--- config.mk ---
export PLATFORM = sky130hd
export DESIGN_NAME = skc_regs
export DESIGN_NICKNAME = d
export VERILOG_FILES = /design/src/sv/soft_knee_compressor_macros.svh /design/src/sv/skc_pkg.sv /design/src/sv/skc_regs.sv
export SDC_FILE = /design/constraint.sdc
export NUM_CORES = 1
export LEC_CHECK = 0
export ABC_AREA = 0
export ABC_CLOCK_PERIOD_IN_PS = 2200
export BUFFER_PORTS_ARGS = -buffer_cell sky130_fd_sc_hd__buf_2
export CORE_MARGIN = 2
export CORE_UTILIZATION = 40
export CTS_CLUSTER_DIAMETER = 200
export DETAILED_ROUTE_END_ITERATION = 8
export PLACE_DENSITY_LB_ADDON = 0.2
export SLEW_MARGIN = 0
export SYNTH_ARGS = -nofsm -noshare
export SYNTH_HDL_FRONTEND = slang
export SYNTH_SLANG_ARGS = --single-unit
--- constraint.sdc ---
create_clock -name clk_i -period 2.2 [get_ports clk_i]
set_input_delay 0.11 -clock clk_i [delete_from_list [all_inputs] [get_ports clk_i]]
set_output_delay 0.11 -clock clk_i [all_outputs]
set_load 0.01 [all_outputs]
--- src/sv/soft_knee_compressor_macros.svh ---
// assertion macros for the soft knee compressor
`ifndef SOFT_KNEE_COMPRESSOR_MACROS_SVH
`define SOFT_KNEE_COMPRESSOR_MACROS_SVH
`ifndef SYNTHESIS
// same-cycle implication on clk_i, off during reset
`define SKC_ASSERT_IMP(label, ante, cons) \
  label: assert property (@(posedge clk_i) disable iff (!rst_ni) (ante) |-> (cons)) \
    else $error("soft knee compressor check failed");
// next-cycle implication on clk_i, off during reset
`define SKC_ASSERT_NEXT(label, ante, cons) \
  label: assert property (@(posedge clk_i) disable iff (!rst_ni) (ante) |=> (cons)) \
    else $error("soft knee compressor check failed");
`else
`define SKC_ASSERT_IMP(label, ante, cons)
`define SKC_ASSERT_NEXT(label, ante, cons)
`endif
`endif

--- src/sv/skc_pkg.sv ---
// shared types, constants and tables of the soft knee compressor
`timescale 1ns / 1ps
package skc_pkg;

  localparam int SAMPLE_BITS = 16;
  localparam int POS_W       = $clog2(SAMPLE_BITS);
  localparam int NEGL_W      = POS_W + 16;
  localparam int LEVEL_W     = 18;
  localparam int GAIN_W      = 17;
  localparam int E_W         = 17;
  localparam int NUM_W       = 37;
  localparam int DIV_W       = 26;
  localparam int X_W         = 22;
  localparam int MANT_W      = 32;
  localparam int MULT_W      = 31;
  localparam int TAB_W       = 30;
  localparam int CNT_W       = 6;
  localparam int ADDR_W      = 4;
  localparam int LOG_STEPS   = 16;
  localparam int EXP_STEPS   = 16;
  localparam int DIV_STEPS   = NUM_W;

  localparam logic [GAIN_W-1:0]         UNITY_GAIN  = GAIN_W'(65536);
  localparam logic signed [LEVEL_W-1:0] FLOOR_LEVEL = LEVEL_W'(-40960);
  localparam logic [26:0]               DB_PER_LOG2 = 27'd101008905;
  localparam logic [21:0]               LOG2_PER_DB = 22'd2786635;
  localparam logic [12:0]               RATIO_MIN   = 13'd256;

  typedef enum logic [1:0] {
    REG_THRESHOLD,
    REG_RATIO,
    REG_ATTACK,
    REG_RELEASE
  } reg_idx_e;

  typedef enum logic [3:0] {
    ST_IDLE,
    ST_LOG,
    ST_LEVEL,
    ST_KNEE1,
    ST_KNEE2,
    ST_DIV_INIT,
    ST_DIV,
    ST_GAIN_X,
    ST_EXP,
    ST_SHIFT,
    ST_SMOOTH,
    ST_OUT
  } state_e;

  typedef enum logic [3:0] {
    OP_NONE,
    OP_LOAD,
    OP_LOG,
    OP_LEVEL,
    OP_KNEE1,
    OP_KNEE2,
    OP_DIV_INIT,
    OP_DIV,
    OP_GAIN_X,
    OP_EXP,
    OP_SHIFT,
    OP_SMOOTH,
    OP_OUT
  } op_e;

  typedef struct packed {
    op_e              op;
    logic [CNT_W-1:0] step;
  } cmd_t;

  typedef struct packed {
    logic signed [15:0] threshold_db;
    logic [12:0]        ratio;
    logic [15:0]        attack_coeff;
    logic [15:0]        release_coeff;
  } cfg_t;

  typedef logic [EXP_STEPS-1:0][TAB_W-1:0] exp_tab_t;

  // floor square root of a 60-bit value
  function automatic logic [TAB_W-1:0] isqrt60(logic [59:0] v);
    logic [59:0] rem;
    logic [59:0] res;
    logic [59:0] b;
    rem = v;
    res = '0;
    b   = 60'd1 << 58;
    for (int i = 0; i < 30; i++) begin
      if (rem >= res + b) begin
        rem = rem - res - b;
        res = (res >> 1) + b;
      end else begin
        res = res >> 1;
      end
      b = b >> 2;
    end
    return res[TAB_W-1:0];
  endfunction

  // 2^-(2^-k) factors in Q30 for k = 0..15
  function automatic exp_tab_t exp_table();
    logic [TAB_W-1:0] c;
    exp_tab_t         t;
    c = TAB_W'(1) << 29;
    t = '0;
    for (int k = 0; k < EXP_STEPS; k++) begin
      if (k > 0) begin
        c = isqrt60({c, 30'd0});
      end
      t[k] = c;
    end
    return t;
  endfunction

  localparam exp_tab_t EXP_TAB = exp_table();

endpackage

--- src/sv/skc_regs.sv ---
// configuration register file on the apb-style port
`timescale 1ns / 1ps
module skc_regs (
  input  logic                      clk_i,
  input  logic                      rst_ni,
  input  logic                      psel,
  input  logic                      penable,
  input  logic                      pwrite,
  input  logic [skc_pkg::ADDR_W-1:0] paddr,
  input  logic [31:0]               pwdata,
  output logic [31:0]               prdata,
  output logic                      pready,
  output skc_pkg::cfg_t             cfg_o
);

  skc_pkg::cfg_t     cfg_q;
  skc_pkg::reg_idx_e idx;
  logic              wr;

  assign idx    = skc_pkg::reg_idx_e'(paddr[3:2]);
  assign wr     = psel && penable && pwrite;
  assign pready = 1'b1;
  assign cfg_o  = cfg_q;

  always_ff @(posedge clk_i or negedge rst_ni) begin
    if (!rst_ni) begin
      cfg_q.threshold_db  <= -16'sd5120;
      cfg_q.ratio         <= 13'd1024;
      cfg_q.attack_coeff  <= 16'd273;
      cfg_q.release_coeff <= 16'd14;
    end else if (wr) begin
      unique case (idx)
        skc_pkg::REG_THRESHOLD: cfg_q.threshold_db  <= pwdata[15:0];
        skc_pkg::REG_RATIO:     cfg_q.ratio         <= pwdata[12:0];
        skc_pkg::REG_ATTACK:    cfg_q.attack_coeff  <= pwdata[15:0];
        skc_pkg::REG_RELEASE:   cfg_q.release_coeff <= pwdata[15:0];
      endcase
    end
  end

  always_comb begin
    unique case (idx)
      skc_pkg::REG_THRESHOLD: prdata = {16'd0, cfg_q.threshold_db};
      skc_pkg::REG_RATIO:     prdata = {19'd0, cfg_q.ratio};
      skc_pkg::REG_ATTACK:    prdata = {16'd0, cfg_q.attack_coeff};
      skc_pkg::REG_RELEASE:   prdata = {16'd0, cfg_q.release_coeff};
    endcase
  end

endmodule

; After elaboration in Yosys (flattened, before gate mapping)
; Index checks and enable logic that the tools add are counted.
[classes]
n_eq_ne = 3
n_mux = 1
reduce_logical = 7
[ops]
columns = op, count
row1 = 32-bit one-hot mux with 4 select lines, 1
row2 = 2-bit AND reduction, 4
row3 = "2-bit == test, second input constant", 2
row4 = "2-bit by 1-bit == test with 1-bit output, second input constant", 1
row5 = 1-bit logical AND, 2
row6 = 2-bit logical NOT, 1
[word_totals]
in_bits = 41
output_inout_bits = 94
elab_cells = 15
register_bits = 61

; Logic depth before layout (Yosys ltp)
[logic_depth]
ltp_word = 3
mapped_depth = 6
ltp_nobuf = 3

; Worst setup path before layout
; OpenSTA, ideal clock, no wires.
[synth_path]
path_type = input port to flip-flop
from = input paddr[2] (netlist name)
to = register cfg_q, in the netlist cfg_o[45]
stages = 4
arrival_time_ps = 1193
required_ps = 2075
setup_slack_ps = 882
path_buffers = 2
cell_sequence = buf_4 > nor3_2 > buf_6 > mux2_2
[synth_between]
elab_chain_len = 2
[synth_rtl]
columns = item, line
row1 = "start, declared", skc_regs.sv:9  ; input logic [skc_pkg::ADDR_W-1:0] paddr,
row2 = 2-bit logical NOT, skc_regs.sv:32  ; unique case (idx)
row3 = 2-bit AND reduction (no line), --
row4 = "end, declared", skc_regs.sv:16  ; skc_pkg::cfg_t cfg_q;
; Every way passes these cells.
; A chain may end at the register's enable or synchronous reset.

; Worst setup path after layout
[layout_path]
from = input paddr[2] (netlist name)
to = output prdata[14]
[layout_between]
elab_chain_len = 2
word_cells_on_any_way = 5
classes_between = eq/ne (3) / mux (1) / reduce/logical (1)
[layout_rtl]
columns = item, line
row1 = 2-bit == test (tied with other cells), skc_regs.sv:42  ; unique case (idx)
row2 = 32-bit one-hot mux with 4 select lines *, skc_regs.sv:42
row3 = "end, declared", skc_regs.sv:11  ; output logic [31:0] prdata,
; Every way passes the cells marked *; elsewhere a longest branch is shown, timed or not. The select of a mux whose other input is x is not followed.

==> impl_results.md <==
* Max-cap violations at 0
* Sequential area share after synthesis at 52.6%
* FP Rows at 31
* Crit path max-delay family: buffers and inverters
* Flop and latch count out of synthesis at 61
* P_int at 0.00279 W
* Final nets at 324
* CP max stage cell: mux2_2
* Setup Buffers After CTS at 0
* Vias at 1840
* Instance count on the critical path at 5
* Crit-path max FO at 11
* Setup TNS at 0 ns
* Part of the cycle the worst path needs at 71.3%
* Final setup viols at 0
* Switching share of power at 27.8%
* I/O pin cnt at 135
* Fraction of power consumed by combinational cells at 27.1%
* Total track usage at 16.8%
* Top area cells in the synthesized netlist: dfrtp_1 (42%), mux2_2 (20%), dfstp_2 (11%), mux4_2 (10%), mux2_4 (6.7%)
* Clock sinks at 61
* Leading area contributor after synthesis: dfrtp_1
* F_max at 637 MHz
* DP Cell Count at 370
* CP arrival at 1.46 ns
* FF-to-FF Start: cfg_o[53]
* Leakage power at 1.82 nW
* Critical path type: in2out
* FFs w/ async S/R, synth at 100%
* Vias in the first global route at 1733
* Global-route wire length before repair at 9600 µm
* Clock Latency Late Sink at 0.33 ns
* Sequential share of power at 41.7%
* DRC viols at 0
* Req. time, crit path at 2.09 ns
* Mapped Area at 2930 µm²
* Worst VDD drop at 0.587 mV
* Most instantiated cells after synthesis: mux2_2 (51), dfrtp_1 (49), buf_4 (19)
* Period minus WS final at 1.57 ns
* Clock-pin slew on the worst setup and hold paths at 0.06 ns
* Die X at 89.6 µm
* Largest net degree at the start of global routing at 38
* Core area at 7180 µm²
* Reg2reg path depth at 1
* Mean Syn Cell Area at 16.5 µm²
* TritonCTS clock tree: built
* DR WL/cell at 16.4 µm
* Distinct cells, synth at 20
* N_diodes at 0
* GRT overflow at 0
* Final Wtd Congestion at 0.722
* Number of synthesized flops with an enable pin at 0
* CP Buf/Inv Count at 3
* Worst-margin pin slew at 0.968 ns
* Yosys top cell area share at 41.8%
* WL final at 6340 µm
* Slowest stage delay, CP at 0.37 ns
* Count leader, synth: mux2_2
* Status: finished, final reports clean
* Capturing point of the worst reg2reg path: cfg_o[53]
* Initial Util at 40.9%
* H-tree levels at 3
* Ratio of cells with drive above 1 in the final layout at 73.6%
* Port Buffers at 99
* Initial antenna violation count at 0
* CP startpoint kind: input pin
* Crit path launch: paddr[2]
* Critical path endpoint category: primary output
* Class of the worst hold path: in2reg
* Chip height at 89.6 µm
* CTS root buffer: clkbuf_8
* Clock share of power at 31.2%
* Non-Filler Instances at 387
* Number of synthesis warnings at 0
* Top cell by count, worst path: buf_2
* Vias per inst at 4.75
* CTS Buf Count at 9
* Area Growth Syn to Fin at 26.0%
* Total die area at 8030 µm²
* Worst slew margin at 35.4%
* Most common flop cell mapped by yosys: dfrtp_1
* Switching pwr at 0.00108 W
* Fillers at 663
* Clk buf depth at 2
* Post-layout util at 51.5%
* Clock Skew at 0 ns
* Syn Inst Count at 178
* Drt pass-1 iters at 3
* Final Hold Vio Count at 0
* Flip-flop count of the largest register after layout at 61
* Initial DRC Count at 43
* DP Wirelength at 4430 µm
* Pwr/cell area at 1050 nW/µm²
* Worst setup endpoint: prdata[14]
* R2R setup slack at 1.42 ns
* RSZ-0062 raised after global routing: no
* Post-DRT Antenna Nets at 0
* Final Slew Violations at 0
* CP Cell Sequence: buf_2 > buf_4 > mux2_2 > a22o_1 > buf_2
* Worst hold slack at 0.0364 ns
cells by family after synthesis:
| kind of cell | synth area share, % |
|---|---|
| other | 0.256 |
| AOI/OAI and AO/OA | 0.896 |
| buffers and inverters | 7.89 |
| DFF | 52.6 |
| and+or+nand+nor | 2.18 |
| muxes | 36.2 |
layout make-up:
class / instances / area [µm²] / area share [%]
clock buffers: 12 / 145 / 3.93
clock inverters: 4 / 95.1 / 2.57
inverters: 1 / 3.75 / 0.102
multi-input cells: 104 / 1220 / 33.1
flip-flops and latches: 61 / 1540 / 41.7
well taps: 99 / 124 / 3.35
repair buffers: 106 / 563 / 15.2
layer usage:
metal	vias to the layer above	GRT usage [%]	wire length, µm
met3	4	7.40	541
met2	79	24.8	2880
met1	929	23.0	2880
met4	0	3.66	41
met5	-	0	0
li1	828	-	-
power groups by stage:
| stage | clock [W] | combinational [W] | sequential (W) |
|---|---|---|---|
| finish | 0.00121 | 0.00105 | 0.00161 |
| CTS | 0.00124 | 0.00107 | 0.00162 |
| global placement | 0 | 0.00105 | 0.00163 |
| global route | 0.00130 | 0.00115 | 0.00166 |
| floorplan | 0 | 0.000509 | 0.00173 |
| detailed placement | 0 | 0.00106 | 0.00164 |
placed cells by master, fill, tap and decap left out, types with 3 or more instances in the layout:
master     Yosys  routed
a22o_1         3       3
buf_2          1      99
buf_4         19       5
bufinv_16      0       3
clkbuf_8       0      10
conb_1         2      17
dfrtp_1       49      49
dfstp_2       12      12
mux2_2        51      51
mux2_4        13      13
mux4_2        13      13
stage by stage:
stage	worst slack [ns]	cell area [µm²]	total power [W]
final	0.631	3690	0.00387
after detailed placement	0.327	3440	0.00270
after global routing	0.544	3690	0.00411
after CTS	0.599	3690	0.00393
after global placement	0.331	3440	0.00268
after floorplan	0.882	2990	0.00224
worst min-delay path by stage:
stage / start / slack, ns / cells after the start / end
floorplan: rst_ni / -0.19 / 0 / cfg_o[0]
CTS: pwdata[13] / 0.01 / 2 / cfg_o[13]
global route: pwdata[13] / 0.02 / 2 / cfg_o[13]
finish: pwdata[13] / 0.04 / 2 / cfg_o[13]
detailed placement: rst_ni / 0.14 / 1 / cfg_o[39]
global placement: rst_ni / 0.14 / 1 / cfg_o[39]
timing repair:
item,CTS,global route
gates resized for setup,0,0
hold buffers,1,0
endpoints found under the hold margin,20,0
Note: power is estimated with default switching activity, not from simulation.
