**src/sv/soft_knee_compressor_macros.svh**
```systemverilog
// assertion macros for the soft knee compressor
`ifndef SOFT_KNEE_COMPRESSOR_MACROS_SVH
`define SOFT_KNEE_COMPRESSOR_MACROS_SVH
`ifndef SYNTHESIS
// same-cycle implication on clk_i, off during reset
`define SKC_ASSERT_IMP(label, ante, cons) \
  label: assert property (@(posedge clk_i) disable iff (!rst_ni) (ante) |-> (cons)) \
    else $error("soft knee compressor check failed");
// next-cycle implication on clk_i, off during reset
`define SKC_ASSERT_NEXT(label, ante, cons) \
  label: assert property (@(posedge clk_i) disable iff (!rst_ni) (ante) |=> (cons)) \
    else $error("soft knee compressor check failed");
`else
`define SKC_ASSERT_IMP(label, ante, cons)
`define SKC_ASSERT_NEXT(label, ante, cons)
`endif
`endif

```
**src/sv/skc_pkg.sv**
```systemverilog
// shared types, constants and tables of the soft knee compressor
`timescale 1ns / 1ps
package skc_pkg;

  localparam int SAMPLE_BITS = 16;
  localparam int POS_W       = $clog2(SAMPLE_BITS);
  localparam int NEGL_W      = POS_W + 16;
  localparam int LEVEL_W     = 18;
  localparam int GAIN_W      = 17;
  localparam int E_W         = 17;
  localparam int NUM_W       = 37;
  localparam int DIV_W       = 26;
  localparam int X_W         = 22;
  localparam int MANT_W      = 32;
  localparam int MULT_W      = 31;
  localparam int TAB_W       = 30;
  localparam int CNT_W       = 6;
  localparam int ADDR_W      = 4;
  localparam int LOG_STEPS   = 16;
  localparam int EXP_STEPS   = 16;
  localparam int DIV_STEPS   = NUM_W;

  localparam logic [GAIN_W-1:0]         UNITY_GAIN  = GAIN_W'(65536);
  localparam logic signed [LEVEL_W-1:0] FLOOR_LEVEL = LEVEL_W'(-40960);
  localparam logic [26:0]               DB_PER_LOG2 = 27'd101008905;
  localparam logic [21:0]               LOG2_PER_DB = 22'd2786635;
  localparam logic [12:0]               RATIO_MIN   = 13'd256;

  typedef enum logic [1:0] {
    REG_THRESHOLD,
    REG_RATIO,
    REG_ATTACK,
    REG_RELEASE
  } reg_idx_e;

  typedef enum logic [3:0] {
    ST_IDLE,
    ST_LOG,
    ST_LEVEL,
    ST_KNEE1,
    ST_KNEE2,
    ST_DIV_INIT,
    ST_DIV,
    ST_GAIN_X,
    ST_EXP,
    ST_SHIFT,
    ST_SMOOTH,
    ST_OUT
  } state_e;

  typedef enum logic [3:0] {
    OP_NONE,
    OP_LOAD,
    OP_LOG,
    OP_LEVEL,
    OP_KNEE1,
    OP_KNEE2,
    OP_DIV_INIT,
    OP_DIV,
    OP_GAIN_X,
    OP_EXP,
    OP_SHIFT,
    OP_SMOOTH,
    OP_OUT
  } op_e;

  typedef struct packed {
    op_e              op;
    logic [CNT_W-1:0] step;
  } cmd_t;

  typedef struct packed {
    logic signed [15:0] threshold_db;
    logic [12:0]        ratio;
    logic [15:0]        attack_coeff;
    logic [15:0]        release_coeff;
  } cfg_t;

  typedef logic [EXP_STEPS-1:0][TAB_W-1:0] exp_tab_t;

  // floor square root of a 60-bit value
  function automatic logic [TAB_W-1:0] isqrt60(logic [59:0] v);
    logic [59:0] rem;
    logic [59:0] res;
    logic [59:0] b;
    rem = v;
    res = '0;
    b   = 60'd1 << 58;
    for (int i = 0; i < 30; i++) begin
      if (rem >= res + b) begin
        rem = rem - res - b;
        res = (res >> 1) + b;
      end else begin
        res = res >> 1;
      end
      b = b >> 2;
    end
    return res[TAB_W-1:0];
  endfunction

  // 2^-(2^-k) factors in Q30 for k = 0..15
  function automatic exp_tab_t exp_table();
    logic [TAB_W-1:0] c;
    exp_tab_t         t;
    c = TAB_W'(1) << 29;
    t = '0;
    for (int k = 0; k < EXP_STEPS; k++) begin
      if (k > 0) begin
        c = isqrt60({c, 30'd0});
      end
      t[k] = c;
    end
    return t;
  endfunction

  localparam exp_tab_t EXP_TAB = exp_table();

endpackage

```
**src/sv/skc_ctrl.sv**
```systemverilog
// sequencer of the compressor datapath and output handshake
`timescale 1ns / 1ps
module skc_ctrl (
  input  logic          clk_i,
  input  logic          rst_ni,
  input  logic          in_valid_i,
  output logic          in_ready_o,
  output logic          out_valid_o,
  input  logic          out_ready_i,
  output skc_pkg::cmd_t cmd_o
);

  skc_pkg::state_e                state_q, state_d;
  logic [skc_pkg::CNT_W-1:0]      cnt_q, cnt_d;
  logic                           out_valid_q, out_valid_d;

  always_ff @(posedge clk_i or negedge rst_ni) begin
    if (!rst_ni) begin
      state_q     <= skc_pkg::ST_IDLE;
      cnt_q       <= '0;
      out_valid_q <= 1'b0;
    end else begin
      state_q     <= state_d;
      cnt_q       <= cnt_d;
      out_valid_q <= out_valid_d;
    end
  end

  always_comb begin
    state_d      = state_q;
    cnt_d        = cnt_q;
    cmd_o.op     = skc_pkg::OP_NONE;
    cmd_o.step   = cnt_q;
    in_ready_o   = (state_q == skc_pkg::ST_IDLE);
    unique case (state_q)
      skc_pkg::ST_IDLE: begin
        if (in_valid_i) begin
          cmd_o.op = skc_pkg::OP_LOAD;
          cnt_d    = '0;
          state_d  = skc_pkg::ST_LOG;
        end
      end
      skc_pkg::ST_LOG: begin
        cmd_o.op = skc_pkg::OP_LOG;
        if (cnt_q == skc_pkg::CNT_W'(skc_pkg::LOG_STEPS - 1)) begin
          cnt_d   = '0;
          state_d = skc_pkg::ST_LEVEL;
        end else begin
          cnt_d = cnt_q + 1'b1;
        end
      end
      skc_pkg::ST_LEVEL: begin
        cmd_o.op = skc_pkg::OP_LEVEL;
        state_d  = skc_pkg::ST_KNEE1;
      end
      skc_pkg::ST_KNEE1: begin
        cmd_o.op = skc_pkg::OP_KNEE1;
        state_d  = skc_pkg::ST_KNEE2;
      end
      skc_pkg::ST_KNEE2: begin
        cmd_o.op = skc_pkg::OP_KNEE2;
        state_d  = skc_pkg::ST_DIV_INIT;
      end
      skc_pkg::ST_DIV_INIT: begin
        cmd_o.op = skc_pkg::OP_DIV_INIT;
        cnt_d    = '0;
        state_d  = skc_pkg::ST_DIV;
      end
      skc_pkg::ST_DIV: begin
        cmd_o.op = skc_pkg::OP_DIV;
        if (cnt_q == skc_pkg::CNT_W'(skc_pkg::DIV_STEPS - 1)) begin
          cnt_d   = '0;
          state_d = skc_pkg::ST_GAIN_X;
        end else begin
          cnt_d = cnt_q + 1'b1;
        end
      end
      skc_pkg::ST_GAIN_X: begin
        cmd_o.op = skc_pkg::OP_GAIN_X;
        cnt_d    = '0;
        state_d  = skc_pkg::ST_EXP;
      end
      skc_pkg::ST_EXP: begin
        cmd_o.op = skc_pkg::OP_EXP;
        if (cnt_q == skc_pkg::CNT_W'(skc_pkg::EXP_STEPS - 1)) begin
          cnt_d   = '0;
          state_d = skc_pkg::ST_SHIFT;
        end else begin
          cnt_d = cnt_q + 1'b1;
        end
      end
      skc_pkg::ST_SHIFT: begin
        cmd_o.op = skc_pkg::OP_SHIFT;
        state_d  = skc_pkg::ST_SMOOTH;
      end
      skc_pkg::ST_SMOOTH: begin
        cmd_o.op = skc_pkg::OP_SMOOTH;
        state_d  = skc_pkg::ST_OUT;
      end
      skc_pkg::ST_OUT: begin
        if (!out_valid_q || out_ready_i) begin
          cmd_o.op = skc_pkg::OP_OUT;
          state_d  = skc_pkg::ST_IDLE;
        end
      end
      default: state_d = skc_pkg::ST_IDLE;
    endcase
  end

  always_comb begin
    out_valid_d = out_valid_q;
    if (cmd_o.op == skc_pkg::OP_OUT) begin
      out_valid_d = 1'b1;
    end else if (out_ready_i) begin
      out_valid_d = 1'b0;
    end
  end

  assign out_valid_o = out_valid_q;

endmodule

```
**config.mk**
```make
export PLATFORM = sky130hd
export DESIGN_NAME = skc_ctrl
export DESIGN_NICKNAME = d
export VERILOG_FILES = /design/src/sv/soft_knee_compressor_macros.svh /design/src/sv/skc_pkg.sv /design/src/sv/skc_ctrl.sv
export SDC_FILE = /design/constraint.sdc
export NUM_CORES = 1
export LEC_CHECK = 0
export BUFFER_PORTS_ARGS = -buffer_cell sky130_fd_sc_hd__buf_2
export CORE_MARGIN = 4
export CORE_UTILIZATION = 24
export DETAILED_ROUTE_END_ITERATION = 7
export GPL_ROUTABILITY_DRIVEN = 0
export MAX_ROUTING_LAYER = met4
export PLACE_DENSITY = 0.38
export REMOVE_ABC_BUFFERS = 1
export SYNTH_ARGS = -nofsm -noshare
export SYNTH_HDL_FRONTEND = slang
export SYNTH_SLANG_ARGS = --single-unit
```
**constraint.sdc**
```tcl
create_clock -name clk_i -period 2.35 [get_ports clk_i]
set_clock_uncertainty 0.05 [all_clocks]
set_input_delay 0.3525 -clock clk_i [delete_from_list [all_inputs] [get_ports clk_i]]
set_output_delay 0.3525 -clock clk_i [all_outputs]
set_load 0.05 [all_outputs]
```
* Word level (Yosys, flattened, before mapping)
Cells that the tools add are included.
Word-level totals: bits in latches 0, bits of input ports 4, register bits after elaboration 11, output and inout bits 12, memories kept 0, ROM bits 0, memory bits (writable) 0, logic and storage cells 47
Operators by class: multiply operators 0, eq/ne operators 19, add/sub/neg operators 1, shifts and indexed selects 0, muxes and demuxes 15, divide/modulo/power cells 0, reductions and logical operators 9, $lt $le $gt $ge 0, bitwise operators 0
Operator list (count):
- one-hot mux 4 bit (12 select lines) | 2
- two-way mux 4 bit | 6
- one-hot mux 6 bit (4 select lines) | 1
- == test 4 bit, second input constant | 5
- two-way mux 6 bit | 3
- == test 4 x 3 -> 1 bit, second input constant | 4
- inequality test 2 bit, second input constant | 5
- == test 4 x 2 -> 1 bit, second input constant | 2
- adder 6 x 1 -> 6 bit, second input constant | 1
- == test 6 x 4 -> 1 bit, second input constant | 1
- == test 6 bit, second input constant | 1
- AND reduction 5 bit | 1
- == test 4 x 1 -> 1 bit, second input constant | 1
- zero test 4 bit | 1
- nonzero test 4 bit | 1
- OR reduction 2 bit | 2
- two-way mux 1 bit | 3
- AND reduction 2 bit | 1
- nonzero test 2 bit | 1
- zero test 1 bit | 1
- logical OR 1 bit | 1

* Longest topological paths before layout
Gate-level depths: netlist (run 1).
depth in word-level cells 6, gate-level depth with buffers 6, depth with buffers taken out 6

* Worst setup path before layout (run 1)
Ideal clock, no wire load.
kind register to output, start reg out_valid_q, in the netlist out_valid_o, end out cmd_o[8] in the netlist's numbering, path slack 288 ps, cell stages (with the launch flop) 4, required time 1947 ps, arrival time 1659 ps, path buffers 0, cells stage by stage dfrtp_1 or2b_2 nand3_1 o22ai_1
RTL lines:
- from (decl) | line skc_ctrl.sv:15 | logic out_valid_q, out_valid_d;
- from (signal assigned) | line skc_ctrl.sv:25 | out_valid_q <= out_valid_d;
- to (decl) | line skc_ctrl.sv:10 | output skc_pkg::cmd_t cmd_o

==> results by stage, run 1 <==
Timing:
- Setup repair after global routing left no endpoint under its margin.
- The number of slew-limit violations in the final report is 0.
- The top achievable clock speed is 460.6 MHz.
- The total count of hold-check failures in the final report is 0.
- For the pin with the worst max-slew slack, the measured transition is 419.4 ps.
- The final worst slack is 178.8 ps.
- In this run the tightest slew margin relative to its limit is 0.7204.
- After layout, the minimum clock period comes to 2171 ps.
- Setup violations remaining at the end of the flow were counted as 0.
- Summed over all failing endpoints, the final setup total negative slack is 0 ps.
- Of the available clock period, the critical path in the final layout requires 0.9239.

Power and ir drop:
- The worst-case IR drop observed on VDD is 0.1188 mV.
- The analysis attributes to cell leakage a power of 0.4065 nW.
- The total power after layout is 0.3311 mW.
- For this design the ratio of total power to cell area is 352.3 nW/um^2.

Worst hold path:
- Along the worst hold path, the cell count comes to 3.
- The startpoint identified for the worst hold timing path is out_ready_i.
- For hold timing, the worst endpoint is out_valid_o.
- The min-delay analysis places its worst path in the category primary input to flop.

Yosys:
- In the synthesized netlist the dominant register cell turns out to be sky130_fd_sc_hd__dfrtp_1.
- Counting flops and latches in the post-synthesis netlist gives 11.
- sky130_fd_sc_hd__dfrtp_1 is the most common cell in the netlist.
- The largest total area in the synthesized netlist belongs to sky130_fd_sc_hd__dfrtp_1.
- Yosys printed 0 warnings.
- The number of different library cells in the post-synthesis netlist is 42.
- The number of enable flip-flop cells after synthesis is 0.
- For this run, the register share of the synthesized area comes to 0.3369.
- The synthesized netlist cell count is 86.
- Sorting the synthesized cells by how often they occur yields sky130_fd_sc_hd__dfrtp_1 (11), sky130_fd_sc_hd__a21oi_1 (7), sky130_fd_sc_hd__inv_1 (7), sky130_fd_sc_hd__nand2_1 (7), sky130_fd_sc_hd__nor2_1 (6).
- Sorting the synthesized cells by area gives the leading types as sky130_fd_sc_hd__dfrtp_1 (34%), sky130_fd_sc_hd__a21oi_1 (4.3%), sky130_fd_sc_hd__inv_1 (3.2%).
- In the synthesized netlist the async set-or-reset flop fraction comes to 1.000.
- The summed instance area of the synthesized netlist is 817.0 sq um.
- The top-area cell type share of the netlist area is 0.3369.
- Each instance of the synthesized netlist takes up on average 9.500 sq um.

Clock tree:
- In this run the number of H-tree levels came out at 1.
- The clock input transition at the sequential cells of the worst setup and hold paths is 70 ps.
- The longest clock path from root to sink contains 2 buffers.
- The clock net sink count is 11.
- In this run, CTS created clock tree buffers numbering 3.
- The root buffer selected by CTS is sky130_fd_sc_hd__clkbuf_4.
- TritonCTS built the clock tree.
- The clock reaches the later pin of the worst-skew pair after 270 ps.

Detailed routing:
- Routed signal wires occupy layers up through met4.
- After detailed routing, the average wire length per cell comes to 13.42 um.
- For this block, wires on met1 add up to 1002 um.
- The number of nets with antenna violations after detailed routing is 0.
- The routed design has 1960 um of wire.
- For this run, design rule violations remaining after detail routing come to 0.
- The average via count per standard cell is 4.815.
- For this block, the initial DRC count from the detailed router was 23.
- The via total after detailed routing is 703.
- The length of the first detailed-routing pass in iterations is 4.
- The met3 layer wire length in the routed design is 127 um.
- The amount of wire on met2 after detailed routing is 787 um.

Worst setup path:
- The critical path goes through nand2_1 > xor2_1 > o22ai_1 > buf_2.
- The cell with the largest stage delay on the worst path is sky130_fd_sc_hd__dfrtp_1.
- Among cell families on the critical path, the largest total delay comes from flip-flops.
- In this run the critical register-to-register path is launched from state_q[0].
- The critical path is of the flop to output port type.
- For this run, the slowest stage of the critical path takes 600 ps.
- The worst setup path is launched from a flop.
- The endpoint of the worst-slack reg-to-reg timing path is state_q[1].
- In this run the worst path has a maximum fanout of 11.
- Data on the critical path is required at its endpoint by 1950 ps.
- The data arrival at the endpoint of the critical path is 1770 ps.
- The register-to-register path setup slack is 470 ps.
- Measured in cells, the most critical reg-to-reg path has a length of 4.
- The type of element capturing the critical path is an output port.
- Together, buffers and inverters on the worst path number 1.

Floorplanning:
- The floorplan step set the die height to 66.35 um.
- The initialized floorplan defines 20 standard-cell rows.
- The initial utilization of the core area, before any placement, comes to 0.2591.
- The I/O pin total is 16.
- The die extent in x is 66.35 um.
- The floorplan step defined a die boundary enclosing 4402 sq um.
- The region available for standard cell placement spans 3153 sq um.

Global routing:
- The number of global-route vias before repair was 686.
- The number of antenna violations at the first check in global routing is 0.
- The largest net degree at the start of global routing is 12.
- Global routing finished with a remaining overflow of 0.
- In the global route stage, overall resource usage came out at 0.1048.
- The first global-routing pass estimated 3339 um of wire.

Finish:
- The antenna cell count is 0.
- The area growth from synthesis to final layout is 15.01%.
- With fillers left out, the area of the finished cells amounts to 939.7 sq um.
- In the final layout, the share of cells above drive strength 1 is 0.2843.
- The net count of the finished layout is 109.
- After filler insertion, the fill cell instance count of the layout stands at 356.

Place:
- The detailed placer's ending HPWL is 1414 um.
- Summing all placed instances gives a cell area of 903.4 sq um.
- The post-placement worst setup slack is 491.3 ps.
- Input and output buffers added on the ports amount to 15.

Run status:
- The flow ran to the end, and the final reports show no timing, DRC or antenna violations.

Flow run:
- The number of violations of the max-capacitance limit is 0.
## power by group
part	switching, mW	leakage, nW	internal [mW]
combinational	0.00520	0.268	0.00295
clock	0.0680	0.0150	0.0658
sequential	0.0000000000000000260	0.124	0.189
total	0.0732	0.406	0.258
## layer usage
layer,up-vias,track usage
met5,-,-
met4,0,0.05330
met3,5,0.02551
met1,332,0.1342
met2,18,0.1524
li1,348,-
## worst max path at each step
stage	from	endpoint	slack, ps	cells after the start
detailed placement	state_q[0]	state_q[1]	490	4
finish	state_q[0]	cmd_o[8]	180	4
global route	state_q[0]	cmd_o[8]	100	4
global placement	state_q[0]	state_q[1]	520	4
CTS	state_q[0]	cmd_o[8]	180	4
floorplan	out_valid_o	cmd_o[8]	280	3
## cells in the final DEF, fill, tap and decap left out, drive strengths merged, types with 2 or more instances in the layout
| cell type | n |
|---|---|
| o21ai | 3 |
| ha | 2 |
| a221o | 2 |
| nor2 | 6 |
| nand2b | 3 |
| nand3 | 4 |
| dfrtp | 11 |
| inv | 7 |
| a21oi | 7 |
| clkbuf | 4 |
| xor2 | 2 |
| o22ai | 2 |
| mux2 | 2 |
| nand4b | 2 |
| a22o | 3 |
| buf | 15 |
| nand2 | 8 |
## registers in the layout, summed over array words and instances, names as in the netlist
name / flops
cnt_q: 6
out_valid_o: 1
state_q: 4
## worst register-to-register path, delay by kind of cell, from the launching register on
kind	cells	cell delay, ps
AO/OA/AOI/OAI	1	220
flip-flops	1	530
AND/OR/NAND/NOR	2	680
multiplexers	1	290
## cell type report
cell class              instances  area, sq um  share of cell area
inverters                       7        26.28             0.02796
repair buffers                 16        85.08             0.09055
well taps                      44        55.05             0.05859
flip-flops and latches         11        275.3              0.2929
clock buffers                   4        26.28             0.02796
multi-input cells              64        471.7              0.5020
## what timing repair did
item                      in CTS  in global routing
buffers inserted               0                  0
hold endpoints to repair      11                  0
hold buffers                   1                  0
resized for setup              0                  0
## logic make-up after synthesis
family,share of synthesized area
simple gates,0.2282
compound gates,0.2450
buf+inv,0.08576
flops,0.3369
xor+xnor,0.04136
mux,0.03215
fa+ha+maj,0.03062
## stage by stage
stage | instances | utilization | hold slack (ps)
5_1_grt | 146 | 0.2980 | 404.8
2_1_floorplan | 82 | - | 6.909
6_report | 146 | 0.2980 | 366.6
3_3_place_gp | 141 | 0.2865 | 209.0
4_1_cts | 146 | 0.2980 | 363.0
3_5_place_dp | 141 | 0.2865 | 204.1
(Power assumes the default switching activity.)
==> run 2, diff against run 1 <==
--- a/config.mk
+++ b/config.mk
@@ -5,13 +5,16 @@
 export SDC_FILE = /design/constraint.sdc
 export NUM_CORES = 1
 export LEC_CHECK = 0
+export ABC_CLOCK_PERIOD_IN_PS = 2350
 export BUFFER_PORTS_ARGS = -buffer_cell sky130_fd_sc_hd__buf_2
+export CELL_PAD_IN_SITES_DETAIL_PLACEMENT = 0
+export CELL_PAD_IN_SITES_GLOBAL_PLACEMENT = 1
 export CORE_MARGIN = 4
 export CORE_UTILIZATION = 24
 export DETAILED_ROUTE_END_ITERATION = 7
 export GPL_ROUTABILITY_DRIVEN = 0
 export MAX_ROUTING_LAYER = met4
-export PLACE_DENSITY = 0.38
+export PLACE_DENSITY = 0.47
 export REMOVE_ABC_BUFFERS = 1
 export SYNTH_ARGS = -nofsm -noshare
 export SYNTH_HDL_FRONTEND = slang
==> run 2 against run 1 <==
Compared with the run above: routed wire length grew 2.2%; sequential share of layout area is the same; worst setup slack gained 8.0 ps; non-clock buffer count is the same; highest routed layer unchanged; critical path depth is the same; clock power grew 3%; sequential cell count is the same; critical endpoint unchanged; core utilization is the same.
==> results by stage, run 2 (synthesis gave the netlist of run 1 again) <==
Floorplanning:
- The die covers 4402 sq um.
- The effective utilization at floorplan is 0.2591.
- The height of the die is 66.35 um.
- Row generation in the floorplan step produced 20 rows.
- The total core area is 3153 sq um.
- The floorplan step set the die width to 66.35 um.
- In this run the count of I/O pins placed on the die edge is 16.

Clock tree:
- After clock tree synthesis, the repair step resized 0 gates.
- The total CTS buffers is 3.
- Clock latency on the worst-skew pair, taken at its later pin, is 270 ps.
- CTS placed an instance of sky130_fd_sc_hd__clkbuf_4 at the clock tree root.
- The clock input transition at the sequential cells of the worst setup and hold paths is 80 ps.
- The clock net sink count is 11.
- CTS built an H-tree with a depth of 1.
- The CTS tree is yes.
- The maximum buffer depth of the clock tree is 2.

Worst setup path:
- Traced cell by cell, the critical path runs through nand2_1 > xor2_1 > o22ai_1 > buf_2.
- The length in cells of the worst reg-to-reg path is 4.
- The type of element capturing the critical path is an output port.
- The critical path data required time is 1950 ps.
- For this design, the slowest cell found on the critical path is sky130_fd_sc_hd__dfrtp_1.
- The path type of the worst setup path is flop to output port.
- The critical-path maximum fanout is 11.
- The data arrival at the endpoint of the critical path is 1760 ps.
- The peak per-stage delay on the critical path is 580 ps.
- STA classifies the critical path startpoint as a flop.

Worst hold path:
- Along the worst hold path, the cell count comes to 3.
- The tightest min-delay check is of the primary input to flop type.

Timing:
- Setup repair after global routing left no endpoint under its margin.
- Setup violations remaining at the end of the flow were counted as 0.
- The minimum period implied by the final worst setup slack is 2163 ps.
- Measured against its own limit, the worst slew margin works out to 0.7415.
- Static timing analysis puts the maximum clock frequency at 462.3 MHz.
- The aggregate negative setup slack is 0 ps.
- The part of the cycle the worst path needs is 0.9205.
- The total count of hold-check failures in the final report came to 0.
- The number of slew-limit violations in the final report is 0.
- The final worst slack is 186.8 ps.
- The slew at the pin closest to its max-slew limit is 387.8 ps.

Finish:
- For this run, the number of standard cells in the final layout without fillers is 146.
- The utilization of the core after routing is 0.2980.
- The leading cell type in the layout, fill and taps excluded is sky130_fd_sc_hd__buf_2.
- The register name with the most flops is cnt_q.
- The layout net count is 109.
- The share of layout cells above drive strength 1 is 0.2843.
- The register with the most flip-flops in the layout has 6 of them.
- The area growth from synthesis to final layout is 15.01%.
- In the layout the commonest cells are sky130_fd_sc_hd__buf_2 (15), sky130_fd_sc_hd__dfrtp_1 (11), sky130_fd_sc_hd__inv_1 (7), sky130_fd_sc_hd__a21oi_1 (7), sky130_fd_sc_hd__nand2_1 (7).
- The antenna cell count is 0.

Run status:
- The flow ran to the end, and the final reports show no timing, DRC or antenna violations.

Place:
- Timing analysis after detailed placement gives a worst setup slack of 484.5 ps.
- The count of buffers added on input and output ports is 15.
- The cell count after placement is 141.
- Summed over all nets, the half-perimeter wirelength after detailed placement is 1472 um.

Power and ir drop:
- The power per standard cell area is 356.8 nW/um^2.
- In this run the static leakage power is 0.4065 nW.
- The worst-case IR drop observed on VDD is 0.1041 mV.

Global routing:
- The first-pass GRT wire length is 3450 um.
- The number of global-route vias before repair is 695.
- Summed over all layers, the global routing overflow is 0.
- The largest net degree at the start of global routing is 12.
- The number of antenna violations at the first check in global routing came to 0.
- The aggregate global-route resource usage is 0.1081.

Detailed routing:
- The via total after detailed routing is 686.
- The length of the first detailed-routing pass in iterations is 4.
- For this block, the routed nets add up to 2004 um of wire.
- The number of nets with antenna violations after detailed routing is 0.
- After detailed routing, the number of remaining DRC violations is 0.
- The number of design-rule violations left by the first detailed-router iteration is 10.
- The average wire per standard cell is 13.73 um.
- Dividing the detail-routed via count by the number of cells gives 4.699.

Flow run:
- The number of violations of the max-capacitance limit is 0.
run 2: cell counts in the layout (fill, tap and decap cells not counted):
No cell type changed its count.
run 2: metrics by stage:
stage	hold WS, ps	power, mW	instance area (sq um)
floorplan	6.909	0.1930	773.2
global placement	214.0	0.2007	903.4
detailed placement	207.8	0.2003	903.4
CTS	357.3	0.3436	939.7
global route	400.9	0.3524	939.7
finish	364.5	0.3353	939.7
run 2: report_power, final:
part	total, mW	switching [mW]	internal, mW
sequential	0.189	0.0000000000000000379	0.189
combinational	0.00820	0.00525	0.00295
clock	0.138	0.0722	0.0658
run 2: final timing paths:
kind                              from          end  slack, ps
max                         state_q[0]     cmd_o[8]        190
min                        out_ready_i  out_valid_o        360
max reg2reg                 state_q[0]   state_q[1]        470
min reg2reg                   cnt_q[1]     cnt_q[1]        540
max in group asynchronous       rst_ni     cnt_q[3]       1580
min in group asynchronous       rst_ni     cnt_q[2]        440
run 2: layout make-up:
class,instances,area (sq um)
clock buffer,4,26.28
fill,344,2213
inverter,7,26.28
multi-input combinational,64,471.7
sequential,11,275.3
tap,44,55.05
timing repair buffer,16,85.08
run 2: per-layer routing:
metal  global-route usage  vias up  share of wire
met5                    -        -              0
met4              0.04569        0         0.0085
met3              0.02041        2          0.025
met2               0.1549        8           0.45
met1               0.1475      330           0.52
li1                     -      346              -
run 2: critical path: cells and delay by family (launching register included):
kind / cells / cell delay [ps]
AOI/OAI and AO/OA: 1 / 160
xor gates and xnor gates: 1 / 210
buffers and inverters: 1 / 290
DFF: 1 / 580
and+or+nand+nor: 1 / 240
run 2: what timing repair did:
action / in CTS / in global routing
endpoints found under the setup margin: 0 / 0
buffers inserted: 0 / 0
endpoints found under the hold margin: 11 / 0
hold buffers: 1 / 0
==> run 3, diff against run 2 <==
--- a/config.mk
+++ b/config.mk
@@ -7,14 +7,15 @@
 export LEC_CHECK = 0
 export ABC_CLOCK_PERIOD_IN_PS = 2350
 export BUFFER_PORTS_ARGS = -buffer_cell sky130_fd_sc_hd__buf_2
+export CAP_MARGIN = 0
 export CELL_PAD_IN_SITES_DETAIL_PLACEMENT = 0
 export CELL_PAD_IN_SITES_GLOBAL_PLACEMENT = 1
 export CORE_MARGIN = 4
-export CORE_UTILIZATION = 24
+export CORE_UTILIZATION = 40
 export DETAILED_ROUTE_END_ITERATION = 7
 export GPL_ROUTABILITY_DRIVEN = 0
 export MAX_ROUTING_LAYER = met4
-export PLACE_DENSITY = 0.47
+export PLACE_DENSITY = 0.73
 export REMOVE_ABC_BUFFERS = 1
 export SYNTH_ARGS = -nofsm -noshare
 export SYNTH_HDL_FRONTEND = slang
==> run 3 against run 2 <==
Compared with the run above: power decreased by 2.6%; non-clock buffer count unchanged; largest power group unchanged; routed wire length decreased by 13%; hold slack improved by 4.7 ps; worst setup slack improved by 19 ps; sequential power about the same; critical path depth unchanged; global-route usage increased by 3.9 points; clock power decreased by 6%.
==> results by stage, run 3 (synthesis gave the netlist of run 1 again) <==
Finish:
- The leading cell type in the layout, fill and taps excluded is sky130_fd_sc_hd__buf_2.
- For this run, the share of the core covered by cells in the final layout is 0.4729.
- In the final layout, the share of cells above drive strength 1 is 0.2843.
- The flip-flop count of the largest register after layout is 6.
- Once layout is done, the placed cells without fillers occupy 918.4 sq um.
- The register name with the most flops is cnt_q.
- The area growth from synthesis to final layout is 12.40%.
- The antenna cell count is 0.
- The count of cells in the finished layout, fillers not included, comes to 129.
- Leaving out fill and tap cells, the most frequent cells in the layout are sky130_fd_sc_hd__buf_2 (15), sky130_fd_sc_hd__dfrtp_1 (11), sky130_fd_sc_hd__inv_1 (7), sky130_fd_sc_hd__a21oi_1 (7), sky130_fd_sc_hd__nand2_1 (7).
- Counting the fill cells in the layout gives 222.
- The layout net count is 109.

Detailed routing:
- The average wire per standard cell is 13.57 um.
- The via total after detailed routing is 709.
- The routed design has 1750 um of wire.
- Once detail routing completed, the nets flagged for antenna violations numbered 0.
- The number of design-rule violations left by the first detailed-router iteration is 9.
- The detailed-route DRC error count is 0.
- The average via count per standard cell is 5.496.
- For this run, the detailed router's first-pass iteration total came to 4.

Worst setup path:
- Walking the worst path, the cells encountered are nand2_1 > xor2_1 > o22ai_1 > buf_2.
- STA classifies the critical path startpoint as a flop.
- Setup slack on the worst reg-to-reg path comes out at 490 ps.
- The start of the worst register-to-register path is state_q[0].
- The origin of the worst setup path is state_q[0].
- The cell with the largest stage delay on the worst path is sky130_fd_sc_hd__dfrtp_1.
- The endpoint identified for the worst register-to-register timing path is state_q[1].
- The length in cells of the worst reg-to-reg path is 4.
- Of all nets on the critical path, the largest fanout is 11.
- The type of element capturing the critical path is an output port.
- The critical path data required time is 1950 ps.
- The peak per-stage delay on the critical path is 580 ps.
- At the worst endpoint, the arrival time is 1740 ps.
- The path type of the worst setup path is flop to output port.

Global routing:
- The number of global-route vias before repair came to 659.
- After global routing the overflow that remains totals 0.
- The largest net degree at the start of global routing is 12.
- The number of antenna violations at the first check in global routing is 0.
- The first-pass GRT wire length is 2911 um.
- For this run, the total global-route usage over all layers was measured as 0.1475.

Timing:
- The aggregate negative setup slack is 0 ps.
- For the pin with the worst max-slew slack, the measured transition is 389.4 ps.
- The total count of hold-check failures in the final report was 0.
- The part of the cycle the worst path needs is 0.9124.
- Setup violations remaining at the end of the flow were counted as 0.
- Based on the critical path, the design can be clocked at up to 466.4 MHz.
- The normalized max-slew margin is 0.7404.
- The worst path in the final design needs a cycle of 2144 ps, including I/O delays and setup.
- Setup repair after global routing left no endpoint under its margin.
- The number of slew-limit violations in the final report is 0.

Clock tree:
- The maximum buffer depth of the clock tree is 2.
- TritonCTS built the clock tree.
- For the worst-skew pair, the clock arrives at the later sink with an insertion delay of 270 ps.
- In this run the number of H-tree levels came out at 1.
- The number of clock buffers added by TritonCTS is 3.
- Buffers added to address setup during post-CTS repair amount to 0.
- CTS saw 11 sinks.
- The root buffer selected by CTS is sky130_fd_sc_hd__clkbuf_4.
- The clock input transition at the sequential cells of the worst setup and hold paths is 70 ps.

Place:
- In this run the cell area measured after placement is 882.1 sq um.
- The detailed placer's ending HPWL is 1290 um.
- The number of port buffers is 15.
- The cell count after placement is 124.

Power and ir drop:
- The cell leakage power is 0.4065 nW.
- The worst supply voltage drop on vdd is 0.2291 mV.
- The power per standard cell area is 355.6 nW/um^2.

Floorplanning:
- The total core area is 1942 sq um.
- The cell row count is 16.
- The die extent in x is 53.20 um.
- The floorplan step defined a die boundary enclosing 2830 sq um.
- The I/O pin total is 16.
- The height of the die is 53.20 um.
- The effective utilization at floorplan is 0.4207.

Run status:
- The flow ran to the end, and the final reports show no timing, DRC or antenna violations.

Worst hold path:
- The worst min-delay path category is primary input to flop.
- The cell depth of the worst hold path is 3.
- The worst hold path begins at out_ready_i.
- The worst hold path endpoint is out_valid_o.

Flow run:
- Max-cap violations in this run came to 0.
[run 3: cell type report]
cell class	instances	area (sq um)	area share
Tap cell	27	33.78	0.03678
Multi-Input combinational cell	64	471.7	0.5136
Timing Repair Buffer	16	85.08	0.09264
Inverter	7	26.28	0.02861
Clock buffer	4	26.28	0.02861
Sequential cell	11	275.3	0.2997
[run 3: metal layers]
| layer | GRT usage | part of all wire |
|---|---|---|
| met1 | 0.1793 | 0.48 |
| met2 | 0.2314 | 0.47 |
| met3 | 0.02817 | 0.046 |
| met4 | 0.07660 | 0.0080 |
| met5 | - | 0 |
[run 3: where the power goes]
part | total, mW | switching, mW | internal [mW] | leakage (nW)
combinational | 0.00784 | 0.00488 | 0.00296 | 0.268
clock | 0.130 | 0.0639 | 0.0657 | 0.0150
sequential | 0.189 | 0.0000000000000000237 | 0.189 | 0.124
total | 0.327 | 0.0688 | 0.258 | 0.406
[run 3: how the worst max path moves through the flow]
stage,endpoint,slack [ps],depth (start not counted)
5_1_grt,cmd_o[8],80,4
2_1_floorplan,cmd_o[8],280,3
6_report,cmd_o[8],210,4
3_3_place_gp,state_q[1],520,4
3_5_place_dp,cmd_o[8],500,4
4_1_cts,cmd_o[8],190,4
[run 3: critical path: cells and delay by family, from the launching register on]
kind	cells	cell delay [ps]
flops	1	580
buf+inv	1	280
simple gates	1	240
xor+xnor	1	210
compound gates	1	160
[run 3: metrics by stage]
stage	hold WS, ps	worst slack, ps	total power [mW]
finish	369.2	205.9	0.3266
detailed placement	189.6	499.0	0.1998
global route	368.9	83.97	0.3447
CTS	355.0	187.2	0.3388
global placement	193.2	522.1	0.1999
floorplan	6.909	276.0	0.1930
[run 3: what timing repair did]
action / 4_1_cts / 5_1_grt
gates resized for setup: 0 / 0
hold buffers: 1 / 0
endpoints found under the hold margin: 11 / 0
